`src/hdl/sfss_pkg.sv`:
```
// Shared types, constants and helper functions of the full-step sequencer.
`default_nettype none

package sfss_pkg;

   localparam int POSITION_WIDTH_DEFAULT = 32;

   localparam int TIME_WIDTH     = 32;
   localparam int MIN_IV_WIDTH   = 27;
   localparam int LEVEL_WIDTH    = 6;
   localparam int CSR_DATA_WIDTH = 27;
   localparam int CSR_INDEX_WIDTH = 2;

   localparam logic [MIN_IV_WIDTH-1:0] MIN_INTERVAL_RESET = 27'd5000;
   localparam logic [LEVEL_WIDTH-1:0]  DRIVE_LEVEL_RESET  = 6'd30;

   typedef enum logic [2:0] {
      KIND_POLL         = 3'd0,
      KIND_SET_MOTION   = 3'd1,
      KIND_STOP         = 3'd2,
      KIND_HOLD         = 3'd3,
      KIND_RELEASE      = 3'd4,
      KIND_SET_POSITION = 3'd5
   } kind_type;

   typedef enum logic [CSR_INDEX_WIDTH-1:0] {
      CSR_MIN_INTERVAL = 2'd0,
      CSR_DRIVE_LEVEL  = 2'd1,
      CSR_DIR_INVERTED = 2'd2
   } csr_index_type;

   typedef enum logic [1:0] {
      DRIVE_COAST = 2'd0,
      DRIVE_NEG   = 2'd1,
      DRIVE_POS   = 2'd2
   } mode_type;

   typedef struct packed {
      logic [1:0]            phase;
      logic [TIME_WIDTH-1:0] interval;
      logic                  reverse;
      logic [TIME_WIDTH-1:0] next_due;
      logic                  released;
   } motor_state_type;

   typedef struct packed {
      logic [MIN_IV_WIDTH-1:0] min_interval;
      logic [LEVEL_WIDTH-1:0]  level;
      logic                    inverted;
   } config_type;

   typedef struct packed {
      logic [7:0] bridge_a;
      logic [7:0] bridge_b;
      logic       write_bridges;
      logic       stepped;
   } step_result_type;

   // A nonzero interval below the floor is raised to it; a floor of zero acts as one.
   function automatic logic [TIME_WIDTH-1:0] floor_interval(
      input logic [TIME_WIDTH-1:0]   iv,
      input logic [MIN_IV_WIDTH-1:0] min_iv
   );
      logic [TIME_WIDTH-1:0] lo;
      lo = (min_iv == '0) ? TIME_WIDTH'(1) : TIME_WIDTH'(min_iv);
      return (iv != '0 && iv < lo) ? lo : iv;
   endfunction

   function automatic mode_type bridge_a_mode(input logic [1:0] phase);
      mode_type m;
      case (phase)
         2'd0:    m = DRIVE_POS;
         2'd1:    m = DRIVE_NEG;
         2'd2:    m = DRIVE_NEG;
         default: m = DRIVE_POS;
      endcase
      return m;
   endfunction

   function automatic mode_type bridge_b_mode(input logic [1:0] phase);
      mode_type m;
      case (phase)
         2'd0:    m = DRIVE_POS;
         2'd1:    m = DRIVE_POS;
         2'd2:    m = DRIVE_NEG;
         default: m = DRIVE_NEG;
      endcase
      return m;
   endfunction

endpackage

`default_nettype wire

```
`src/hdl/sfss_step.sv`:
```
// Next-state and bridge-byte logic for one request of the full-step sequencer.
`default_nettype none

module sfss_step #(
   parameter int POSITION_WIDTH = sfss_pkg::POSITION_WIDTH_DEFAULT
) (
   input  wire sfss_pkg::motor_state_type cur_state,
   input  wire [POSITION_WIDTH-1:0]       cur_position,
   input  wire sfss_pkg::config_type      cfg,
   input  wire [2:0]                      kind,
   input  wire [31:0]                     now_us,
   input  wire [31:0]                     interval_us,
   input  wire                            move_reverse,
   input  wire signed [31:0]              position_value,
   output sfss_pkg::motor_state_type      nxt_state,
   output logic [POSITION_WIDTH-1:0]      nxt_position,
   output sfss_pkg::step_result_type      result
);

   logic [31:0] since_due;
   logic [31:0] cand_due;
   logic [31:0] since_cand;
   logic [31:0] floored_iv;
   logic [31:0] remaining;
   logic        due;
   logic        phase_back;
   logic        was_stopped;
   logic        will_stop;
   logic        reversed;

   always_comb begin
      since_due   = now_us - cur_state.next_due;
      due         = (cur_state.interval != '0) && !since_due[31];
      phase_back  = cur_state.reverse ^ cfg.inverted;
      cand_due    = cur_state.next_due + cur_state.interval;
      since_cand  = now_us - cand_due;
      floored_iv  = sfss_pkg::floor_interval(interval_us, cfg.min_interval);
      remaining   = cur_state.next_due - now_us;
      was_stopped = (cur_state.interval == '0);
      will_stop   = (floored_iv == '0);
      reversed    = !was_stopped && !will_stop && (cur_state.reverse != move_reverse);
   end

   always_comb begin
      nxt_state            = cur_state;
      nxt_position         = cur_position;
      result.write_bridges = 1'b0;
      result.stepped       = 1'b0;
      case (kind)
         sfss_pkg::KIND_POLL: begin
            if (due) begin
               nxt_state.phase    = cur_state.phase + (phase_back ? 2'd3 : 2'd1);
               nxt_state.released = 1'b0;
               nxt_position       = cur_position +
                                    (cur_state.reverse ? {POSITION_WIDTH{1'b1}}
                                                       : POSITION_WIDTH'(1));
               // A late poll restarts the schedule from now instead of catching up.
               nxt_state.next_due = !since_cand[31] ? now_us + cur_state.interval
                                                    : cand_due;
               result.write_bridges = 1'b1;
               result.stepped       = 1'b1;
            end
         end
         sfss_pkg::KIND_SET_MOTION: begin
            nxt_state.interval = floored_iv;
            if (will_stop) begin
               nxt_state.reverse = 1'b0;
            end else begin
               nxt_state.reverse = move_reverse;
               if (was_stopped || reversed) begin
                  nxt_state.next_due = now_us;
               end else if (remaining != '0 && !remaining[31] && remaining > floored_iv) begin
                  nxt_state.next_due = now_us + floored_iv;
               end
            end
         end
         sfss_pkg::KIND_STOP: begin
            nxt_state.interval = '0;
            nxt_state.reverse  = 1'b0;
         end
         sfss_pkg::KIND_HOLD: begin
            nxt_state.interval   = '0;
            nxt_state.reverse    = 1'b0;
            nxt_state.released   = 1'b0;
            result.write_bridges = 1'b1;
         end
         sfss_pkg::KIND_RELEASE: begin
            nxt_state.interval   = '0;
            nxt_state.reverse    = 1'b0;
            nxt_state.released   = 1'b1;
            result.write_bridges = 1'b1;
         end
         sfss_pkg::KIND_SET_POSITION: begin
            nxt_position = POSITION_WIDTH'(position_value);
         end
         default: begin
         end
      endcase

      // Released coils read as coast at level zero on both bridges.
      if (nxt_state.released) begin
         result.bridge_a = '0;
         result.bridge_b = '0;
      end else begin
         result.bridge_a = {cfg.level, sfss_pkg::bridge_a_mode(nxt_state.phase)};
         result.bridge_b = {cfg.level, sfss_pkg::bridge_b_mode(nxt_state.phase)};
      end
   end

endmodule

`default_nettype wire

```
`src/hdl/stepper_full_step_sequencer_unit.sv`:
```
// Top level of the two-phase full-step sequencer with H-bridge control outputs.
// An accepted request's response is loaded into the output register at the accepting edge.
// One request per cycle while req_stall is low; the motor state updates at the accepting edge.
// req_stall is high only while a response is held and rsp_stall is high.
// Synchronous active-high reset: coils released, stopped, position and phase zero,
// min interval 5000 us, drive level 30, direction not inverted, no response pending.
`default_nettype none

module stepper_full_step_sequencer_unit #(
   parameter int POSITION_WIDTH = sfss_pkg::POSITION_WIDTH_DEFAULT
) (
   input  wire                                    clock,
   input  wire                                    reset,
   input  wire                                    csr_write,
   input  wire [sfss_pkg::CSR_INDEX_WIDTH-1:0]    csr_index,
   input  wire [sfss_pkg::CSR_DATA_WIDTH-1:0]     csr_data,
   input  wire                                    req_valid,
   output logic                                   req_stall,
   input  wire [2:0]                              req_kind,
   input  wire [31:0]                             req_now_us,
   input  wire [31:0]                             req_interval_us,
   input  wire                                    req_move_reverse,
   input  wire signed [31:0]                      req_position_value,
   output logic                                   rsp_valid,
   input  wire                                    rsp_stall,
   output logic [7:0]                             rsp_bridge_a_control,
   output logic [7:0]                             rsp_bridge_b_control,
   output logic                                   rsp_write_bridges,
   output logic                                   rsp_stepped,
   output logic signed [31:0]                     rsp_position_now,
   output logic                                   rsp_running,
   output logic                                   rsp_energized
);

   sfss_pkg::motor_state_type state_ff, state_in;
   sfss_pkg::config_type      cfg_ff;
   sfss_pkg::step_result_type result_in;
   logic [POSITION_WIDTH-1:0] position_ff, position_in;
   logic                      rsp_valid_ff;
   logic                      req_accept;

   assign req_stall  = rsp_valid_ff && rsp_stall;
   assign req_accept = req_valid && !req_stall;
   assign rsp_valid  = rsp_valid_ff;

   sfss_step #(
      .POSITION_WIDTH(POSITION_WIDTH)
   ) u_step (
      .cur_state     (state_ff),
      .cur_position  (position_ff),
      .cfg           (cfg_ff),
      .kind          (req_kind),
      .now_us        (req_now_us),
      .interval_us   (req_interval_us),
      .move_reverse  (req_move_reverse),
      .position_value(req_position_value),
      .nxt_state     (state_in),
      .nxt_position  (position_in),
      .result        (result_in)
   );

   always_ff @(posedge clock) begin
      if (reset) begin
         state_ff.phase        <= 2'd0;
         state_ff.interval     <= '0;
         state_ff.reverse      <= 1'b0;
         state_ff.next_due     <= '0;
         state_ff.released     <= 1'b1;
         position_ff           <= '0;
         cfg_ff.min_interval   <= sfss_pkg::MIN_INTERVAL_RESET;
         cfg_ff.level          <= sfss_pkg::DRIVE_LEVEL_RESET;
         cfg_ff.inverted       <= 1'b0;
         rsp_valid_ff          <= 1'b0;
      end else begin
         if (req_accept) begin
            state_ff    <= state_in;
            position_ff <= position_in;
         end else if (csr_write && csr_index == sfss_pkg::CSR_MIN_INTERVAL) begin
            // Unless a request is accepted, a new floor also raises a running interval that now lies below it.
            state_ff.interval <= sfss_pkg::floor_interval(state_ff.interval,
                                                          csr_data);
         end
         if (csr_write) begin
            case (csr_index)
               sfss_pkg::CSR_MIN_INTERVAL: cfg_ff.min_interval <= csr_data;
               sfss_pkg::CSR_DRIVE_LEVEL:
                  cfg_ff.level <= csr_data[sfss_pkg::LEVEL_WIDTH-1:0];
               sfss_pkg::CSR_DIR_INVERTED: cfg_ff.inverted <= csr_data[0];
               default: begin
               end
            endcase
         end
         if (req_accept) begin
            rsp_valid_ff <= 1'b1;
         end else if (!rsp_stall) begin
            rsp_valid_ff <= 1'b0;
         end
      end
   end

   // Response payload; loaded only when a request is accepted.
   always_ff @(posedge clock) begin
      if (req_accept) begin
         rsp_bridge_a_control <= result_in.bridge_a;
         rsp_bridge_b_control <= result_in.bridge_b;
         rsp_write_bridges    <= result_in.write_bridges;
         rsp_stepped          <= result_in.stepped;
         rsp_position_now     <= 32'(signed'(position_in));
         rsp_running          <= (state_in.interval != '0);
         rsp_energized        <= !state_in.released;
      end
   end

endmodule

`default_nettype wire
```
`config.mk`:
```
export PLATFORM = sky130hd
export DESIGN_NAME = stepper_full_step_sequencer_unit
export DESIGN_NICKNAME = d
export VERILOG_FILES = /design/src/hdl/sfss_pkg.sv /design/src/hdl/sfss_step.sv /design/src/hdl/stepper_full_step_sequencer_unit.sv
export SDC_FILE = /design/constraint.sdc
export NUM_CORES = 1
export LEC_CHECK = 0
export ABC_AREA = 1
export BUFFER_PORTS_ARGS = -buffer_cell sky130_fd_sc_hd__buf_2
export CELL_PAD_IN_SITES_DETAIL_PLACEMENT = 0
export CELL_PAD_IN_SITES_GLOBAL_PLACEMENT = 2
export CORE_MARGIN = 2
export CORE_UTILIZATION = 31
export DETAILED_ROUTE_END_ITERATION = 10
export GPL_TIMING_DRIVEN = 0
export PLACE_DENSITY = 0.81
export SYNTH_ARGS = -nofsm -noshare
export SYNTH_HDL_FRONTEND = slang
export SYNTH_SLANG_ARGS = --single-unit
```
`constraint.sdc`:
```
create_clock -name clock -period 4.6 [get_ports clock]
set_input_delay 0.92 -clock clock [delete_from_list [all_inputs] [get_ports clock]]
set_output_delay 0.92 -clock clock [all_outputs]
set_load 0.01 [all_outputs]
```
Yosys cells after proc, flatten, opt, wreduce, memory -nomap -nowiden
Cells that the tools add are included.

storage, ports and cells
  output and inout port bits = 54
  bits in registers = 187

operators by class
  reduce and logical (&&, ||, !) cells = 42
  bitwise operators = 1
  eq/ne operators = 14
  muxes and demuxes = 27
  $add $sub $neg = 8
  order comparisons = 3

operators with widths
  operator                                       number
  2-to-1 mux 32 bit                              10
  adder 32 bit                                   4
  one-hot mux 32 bit (2 select lines)            2
  nonzero test 32 bit                            4
  subtractor 32 bit                              3
  one-hot mux 33 bit (2 select lines)            1
  zero test 32 bit                               2
  zero test 27 bit                               2
  2-to-1 mux 27 bit                              2
  2-to-1 mux 33 bit                              1
  > comparator 32 bit                            1
  less-than comparator 32 x 27 -> 1 bit          1
  less-than comparator 32 bit                    1
  2-to-1 mux 2 bit                               6
  logical AND 1 bit                              10
  AND reduction 2 bit                            5
  nonzero test 2 bit                             4
  == test 3 x 2 -> 1 bit, second input constant  2
  == test 3 bit, second input constant           2
  zero test 1 bit                                6
  OR reduction 2 bit                             3
  AND reduction 5 bit                            1
  == test 2 x 1 -> 1 bit, second input constant  2
  == test 2 bit, second input constant           2
  other kinds (14)                               18

Depth between registers and ports, before layout
Gate-level depths: netlist of the first run.

  word-level depth = 13
  gate-level depth with buffers = 40
  mapped depth without buffers = 39

Cells and area by module
A second synthesis of the first run with hierarchy kept.

second synthesis, totals
  cells, all modules = 4059
  area total of the unflattened synthesis = 24534.8 um2

by module, submodules not included
  module                            area an instance (um2)  cells each  sequential area each (um2)  instances
  sfss_step                         16917.5                 3173        0.0                         1
  stepper_full_step_sequencer_unit  7617.3                  886         4264.1                      1

Worst setup path after synthesis of the first run
Ideal clock, no wire load.

  path kind = input port to flip-flop
  start = in req_interval_us[21]
  end = reg state_ff[27] (netlist name)
  setup slack = -264 ps
  setup time = 64 ps
  stages = 26
  buffers on the path = 1
  data required time = 4536 ps
  arrival time = 4800 ps
  path through = ha_1 > a21oi_1 > nor2_1 > a211oi_1 > a21oi_1 > nor4b_4 > buf_2 > nand3_1 > and2_1 > ha_1 > fa_1 > nand3_1 > nand2_1 > a21oi_1 > o21ai_1 > a21oi_1 > inv_1 > a21boi_1 > or2_2 > o21ai_1 > and2_1 > o21ai_1 > nand2_1 > nand2_1 > nor2_1 > nor2_1

on the way
  word-level cells in the longest chain between the ends = 11
  elaborated cells between the ends (all ways) = 19

RTL lines
  element                                                                    line                                    source
  from (decl)                                                                stepper_full_step_sequencer_unit.sv:21  input wire [31:0] req_interval_us,
  less-than comparator 32 bit / nonzero test 32 bit (equally long branches)  sfss_pkg.sv:66                          return (iv != '0 && iv < lo) ? lo : iv;
  logical AND 1 bit                                                          sfss_pkg.sv:66
  2-to-1 mux 32 bit (*)                                                      sfss_pkg.sv:66
  branches (longest 8 deep; another with adder 32 bit)                       -
  to (signal assigned)                                                       stepper_full_step_sequencer_unit.sv:76  state_ff <= state_in;
  to (decl)                                                                  stepper_full_step_sequencer_unit.sv:35  sfss_pkg::motor_state_type state_ff, state_in;

Every way passes the cells marked *. The select of a mux whose other input is x is not followed.
A chain may end at the register's enable or synchronous reset.

Worst setup path after layout of the first run
  start = reg state_ff[54] (netlist name)
  end = reg state_ff[30] (netlist name)

on the way
  word-level cells in the longest chain between the ends = 8
  elaborated cells between the ends (all ways) = 18

RTL lines
  element
  branches (longest 8 deep; another with adder 32 bit)

Parallel ways; which one is timed is not known. The select of a mux whose other input is x is not followed.

==> results of run 1 <==
-- where the power goes --
part | internal (uW) | total (uW) | leakage, uW | switching, uW
Clock | 801 | 1600 | 0.000293 | 798
Sequential | 1750 | 1880 | 0.00158 | 125
Combinational | 924 | 2600 | 0.0112 | 1680
-- final timing paths --
kind,startpoint,endpoint,cells past startpoint
max,state_ff[54]$_SDFFE_PP0P_,state_ff[30]$_SDFFE_PP0P_,28
min,state_ff[0]$_SDFFE_PP1P_,state_ff[0]$_SDFFE_PP1P_,2
max reg2reg,state_ff[54]$_SDFFE_PP0P_,state_ff[30]$_SDFFE_PP0P_,28
min reg2reg,state_ff[0]$_SDFFE_PP1P_,state_ff[0]$_SDFFE_PP1P_,2
-- cells in the final DEF (no fill, tap or decap), types with 54 or more instances in the layout --
cell type    n
inv_1      436
buf_4       56
ha_1       278
nand4_1     72
xnor2_1     58
nand3_1    189
clkbuf_1    54
buf_2      199
nor2_1     295
o21ai_0    194
a21oi_1    318
nand2_1    759
dfxtp_1    111
xor2_1      75
-- state kept, by name, indices dropped and copies added, names as in the netlist --
name                  flops
state_ff                 68
rsp_valid                 1
cfg_ff                   34
rsp_bridge_a_control      8
position_ff              32
rsp_stepped               1
rsp_write_bridges         1
rsp_position_now         32
rsp_energized             1
rsp_running               1
rsp_bridge_b_control      2
-- metal layers --
layer | vias up | routed length [um]
met2 | 556 | 43300
met1 | 10963 | 44200
met3 | 89 | 3990
met4 | 0 | 2330
met5 | - | 0
li1 | 11946 | -
-- timing repair --
action / in CTS / in global routing
pin swaps: 34 / 64
gates resized for setup: 124 / 149
buffers inserted: 24 / 28
gates cloned: 3 / 5
endpoints found under the setup margin: 32 / 32
-- metrics by stage --
stage / instance area [sq um] / TNS [ns] / total power, uW / hold slack (ns)
floorplan: 21900 / -0.0547 / 3430 / 0.436
global placement: 24000 / -89.16 / 4240 / 0.462
detailed placement: 24000 / -47.42 / 4230 / 0.470
CTS: 25300 / -4.09 / 5980 / 0.487
global route: 26100 / -7.34 / 6460 / 0.530
finish: 26100 / -1.03 / 6080 / 0.486
-- area by class of cell --
cell class	count	area, sq um
flip-flops and latches	181	4130
well taps	940	1180
fillers	7780	43700
plain buffers	104	629
repair buffers	244	1450
clock inverters	13	160
multi-input cells	2653	16400
clock buffers	19	453
inverters	465	1750
-- kinds of logic (layout without fill, tap and decap cells) --
group / count (synthesis) / in the layout / share of synthesized area, %
fa+ha+maj: 304 / 304 / 17.6
simple gates: 1485 / 1486 / 29.0
compound gates: 725 / 725 / 18.7
xor+xnor: 138 / 138 / 5.59
buf+inv: 569 / 845 / 10.4
flops: 181 / 181 / 18.8
-- worst max-delay path: cells and delay by family (launching register included) --
family                     cells  cell delay [ns]
AOI/OAI and AO/OA              2             0.33
adders and majority gates      2             0.64
buffers and inverters          4             0.53
DFF                            1             0.68
xor gates and xnor gates       1             0.20
and+or+nand+nor               19             2.16
==> flow_metrics.env, run 1 <==
export IMPL_antenna_cells=0
export IMPL_max_slew_margin_pct=11.2
export IMPL_fp_dieH_um=269
export IMPL_met2_usage_pct=42.4
export IMPL_port_buffers=185
export IMPL_cp_arrival_ns=5.07
export IMPL_synth_seq_cells=181
export IMPL_top_usage_layer="met2"
export IMPL_dpl_hpwl_um=77700
export IMPL_synth_top_flop_cell="dfxtp_1"
export IMPL_vias=23554
export IMPL_num_nets_final=4104
export IMPL_slowest_delay_ns=0.68
export IMPL_yosysUniqueCellTypes=65
export IMPL_h_tree_depth=4
export IMPL_postSynth_asyncResetShare_pct=0
export IMPL_antenna_found_initial=0
export IMPL_final_max_slew_viol_count=0
export IMPL_grt_pass1_wl_um=137000
export IMPL_setup_viol=24
export IMPL_synth_top_area_share_pct=17.2
export IMPL_cts_tree="done"
export IMPL_finalCritPeriodShare_pct=102
export IMPL_numClockSinks=181
export IMPL_clock_latency_ns=0.51
export IMPL_ys_top_cells_by_count="nand2_1 (798), inv_1 (450), a21oi_1 (340)"
export IMPL_wl_per_cell_um=20.3
export IMPL_track_usage_pct=25.5
export IMPL_yosys_cell_count_top_type="nand2_1"
export IMPL_avgViaCountPerCell=5.10
export IMPL_yosys_warnings=0
export IMPL_dieArea_sq_mm=0.0724
export IMPL_numCtsBuffers=17
export IMPL_syn_nets=3840
export IMPL_drt_iter0_markers=1645
export IMPL_synth_area_leaders="ha_1 (17%), nand2_1 (14%), dfxtp_1 (12%)"
export IMPL_cap_violations=0
export IMPL_syn_to_final_growth_pct=19.9
export IMPL_wl_um=93800
export IMPL_remaining_drc_errors=0
export IMPL_cts_root_buf="clkbuf_16"
export IMPL_setup_slack_ns=-0.0770
export IMPL_clk_pin_slew_worst_paths_ns=0.07
export IMPL_hold_path_class="reg2reg"
export IMPL_start_util_pct=31.2
export IMPL_synth_top_area_cell="ha_1"
export IMPL_timing_hold_violations_final=0
export IMPL_synth_cells=3402
export IMPL_finalClockSkew_ns=0.0150
export IMPL_slowest_stage="dfxtp_1"
export IMPL_core_sq_mm=0.0698
export IMPL_postRouteAntennaNets=0
export IMPL_crit_fanout=7
export IMPL_placed_cells=4527
export IMPL_worst_pin_slew_ns=1.32
export IMPL_end_kind="register"
export IMPL_io_pins=188
export IMPL_gr_usage_met1_pct=34.9
export IMPL_place_ws_ns=-1.96
export IMPL_layout_min_cycle_time_ns=4.68
export IMPL_die_w_um=269
export IMPL_grt_pass1_vias=22995
export IMPL_violations="setup timing"
export IMPL_rows=97
export IMPL_grt_overflow=0
export IMPL_finalNonFillerCells=4619
export IMPL_leakagePower_uw=0.0130
export IMPL_drive_gt1_share_pct=15.6
export IMPL_status="finished with violations"
export IMPL_cts_buffer_depth=2
export IMPL_syn_avg_cell_area_sq_um=6.40
export IMPL_fin_util_pct=37.4
export IMPL_grt_setup_unrepaired="yes"
export IMPL_peakVddDrop_mv=0.215
export IMPL_first_pass_iters=5
export IMPL_grt_use_met3_pct=2.40
export IMPL_synth_seq_area_share_pct=18.8
export IMPL_grt_max_degree=56
export IMPL_hold_buffers=0
export IMPL_synth_edf_count=46
export IMPL_required_ns=4.99
export IMPL_crit_type="reg2reg"
export IMPL_gp_congestion=0.907
export IMPL_start_kind="register"
export IMPL_reg2reg_slack_ns=-0.08
export IMPL_fmax_mhz=214
export IMPL_powerDensity_mw_per_mm2=233
export IMPL_syn_area_sq_mm=0.0218
Note: power is estimated with default switching activity, not from simulation.
==> run 2: changes to the inputs <==
--- a/config.mk
+++ b/config.mk
@@ -13,6 +13,7 @@
 export CORE_UTILIZATION = 31
 export DETAILED_ROUTE_END_ITERATION = 10
 export GPL_TIMING_DRIVEN = 0
+export MAX_ROUTING_LAYER = met4
 export PLACE_DENSITY = 0.81
 export SYNTH_ARGS = -nofsm -noshare
 export SYNTH_HDL_FRONTEND = slang
==> run 2 against run 1 <==
  * The run still ends with setup timing left
  * Clock skew is essentially flat
  * Sequential power hardly changed
  * Final cell count is 0.15% lower
  * First-iteration DRC count is 2.1% lower
  * Setup slack got worse by 0.063 ns
  * Cell area grew 0.37%
  * Maximum frequency is 1.3% lower
  * Wire length decreased by 0.26%
  * Sequential share of layout area hardly changed
  * Clock power hardly changed
  * Largest cell class unchanged
  * Highest routed layer unchanged
==> flow_metrics.env, run 2 (same netlist as run 1, synthesis figures left out) <==
export IMPL_fin_area_sq_mm=0.0262
export IMPL_crit_fanout=7
export IMPL_reg_top3="state_ff x68, cfg_ff x34"
export IMPL_grt_pass1_wl_um=139000
export IMPL_fp_dieH_um=269
export IMPL_clk_pin_slew_worst_paths_ns=0.08
export IMPL_finalClockSkew_ns=0.0148
export IMPL_wl_per_cell_um=20.3
export IMPL_numCtsBuffers=17
export IMPL_place_ws_ns=-1.96
export IMPL_clock_latency_ns=0.52
export IMPL_track_usage_pct=26.5
export IMPL_port_buffers=185
export IMPL_gp_congestion=0.947
export IMPL_setup_viol=32
export IMPL_grt_pass1_vias=23034
export IMPL_hold_path_class="reg2reg"
export IMPL_slowest_stage="dfxtp_4"
export IMPL_dpl_hpwl_um=77900
export IMPL_max_slew_margin_pct=14.9
export IMPL_postPlaceCellArea_sq_mm=0.0240
export IMPL_worst_pin_slew_ns=1.27
export IMPL_final_cell_mix="nand2_1 (760), inv_1 (437), a21oi_1 (323)"
export IMPL_peakVddDrop_mv=0.221
export IMPL_tns_ns=-3.57
export IMPL_layout_min_cycle_time_ns=4.74
export IMPL_gr_usage_met1_pct=35.4
export IMPL_layout_commonest_cell="nand2_1"
export IMPL_slowest_delay_ns=0.39
export IMPL_antenna_found_initial=0
export IMPL_drt_iter0_markers=1610
export IMPL_antenna_cells=0
export IMPL_start_util_pct=31.2
export IMPL_fmax_mhz=211
export IMPL_wl_um=93600
export IMPL_violations="setup timing"
export IMPL_regMostFlops="state_ff"
export IMPL_final_max_slew_viol_count=0
export IMPL_powerDensity_mw_per_mm2=235
export IMPL_cts_root_buf="clkbuf_16"
export IMPL_first_pass_iters=5
export IMPL_setup_slack_ns=-0.140
export IMPL_cp_arrival_ns=5.15
export IMPL_vias=23545
export IMPL_remaining_drc_errors=0
export IMPL_avgViaCountPerCell=5.11
export IMPL_cap_violations=0
export IMPL_dieArea_sq_mm=0.0724
export IMPL_met2_usage_pct=42.9
export IMPL_end_kind="register"
export IMPL_grt_setup_unrepaired="yes"
export IMPL_top_usage_layer="met2"
export IMPL_cts_buffer_depth=2
export IMPL_io_pins=188
export IMPL_hold_buffers=0
export IMPL_totalPowerFinal_uw=6160
export IMPL_numClockSinks=181
export IMPL_num_nets_final=4097
export IMPL_timing_hold_violations_final=0
export IMPL_largest_register_ffs=68
export IMPL_grt_max_degree=56
export IMPL_die_w_um=269
export IMPL_finalCritPeriodShare_pct=103
export IMPL_h_tree_depth=4
export IMPL_core_sq_mm=0.0698
export IMPL_status="finished with violations"
export IMPL_rows=97
export IMPL_required_ns=5.01
export IMPL_crit_type="reg2reg"
export IMPL_drive_gt1_share_pct=15.5
export IMPL_start_kind="register"
export IMPL_grt_overflow=0
export IMPL_leakagePower_uw=0.0130
export IMPL_postRouteAntennaNets=0
export IMPL_syn_to_final_growth_pct=20.4
export IMPL_cts_tree="done"
export IMPL_grt_use_met3_pct=2.27
run 2: cell types whose count changed in the layout (fill, tap and decap cells not counted), moves of 4 or more:
cell | before | now
ha_4 | 12 | 16
nand3_1 | 189 | 181
buf_4 | 56 | 52
a21oi_2 | 21 | 16
nand3_2 | 29 | 34
ha_2 | 9 | 3
a21oi_1 | 318 | 323
nand2_2 | 38 | 27
nand2_4 | 7 | 18
dfxtp_1 | 111 | 107
run 2: final cells by class:
class	count	area (sq um)
inverter	465	1750
sequential	181	4140
multi-input combinational	2652	16500
clock buffer	20	457
timing repair buffer	239	1450
fill	7749	43600
tap	940	1180
clock inverter	12	158
buffer	103	611
run 2: power by group:
part | switching (uW) | total (uW) | internal [uW]
registers | 127 | 1880 | 1750
logic | 1700 | 2650 | 950
clock network | 827 | 1630 | 808
total | 2650 | 6160 | 3510
run 2: through the flow:
stage	hold WS (ns)	utilization (%)	std cells
4_1_cts	0.488	36.4	4586
3_5_place_dp	0.473	34.4	4527
6_report	0.491	37.6	4612
5_1_grt	0.506	37.6	4612
3_3_place_gp	0.465	34.4	4527
2_1_floorplan	0.436	-	3402
run 2: path summary, 6_finish.rpt:
check                                          startpoint                   endpoint  slack [ns]  depth (start not counted)
worst max register to register  state_ff[34]$_SDFFE_PP0P_  state_ff[31]$_SDFFE_PP0P_       -0.14                         28
worst max-delay path            state_ff[34]$_SDFFE_PP0P_  state_ff[31]$_SDFFE_PP0P_       -0.14                         28
worst min register to register     cfg_ff[0]$_SDFFE_PP0P_     cfg_ff[0]$_SDFFE_PP0P_        0.49                          2
worst min-delay path               cfg_ff[0]$_SDFFE_PP0P_     cfg_ff[0]$_SDFFE_PP0P_        0.49                          2
run 2: timing repair:
item                       in CTS  in global routing
pin swaps                      34                 75
setup endpoints to repair      32                 32
gates cloned                    2                  2
gates resized for setup       130                154
setup buffers                  25                 25
run 2: worst max-delay path, delay by kind of cell, from the launching register on:
family	cells	cell delay, ns
xor+xnor	1	0.26
compound gates	8	1.24
fa+ha+maj	3	0.82
flops	1	0.39
buf+inv	2	0.33
simple gates	14	1.59
run 2: per-layer routing:
layer | vias to the layer above | share of wire, %
met3 | 92 | 3.9
li1 | 11937 | -
met5 | - | 0
met2 | 529 | 46
met4 | 0 | 2.7
met1 | 10987 | 48
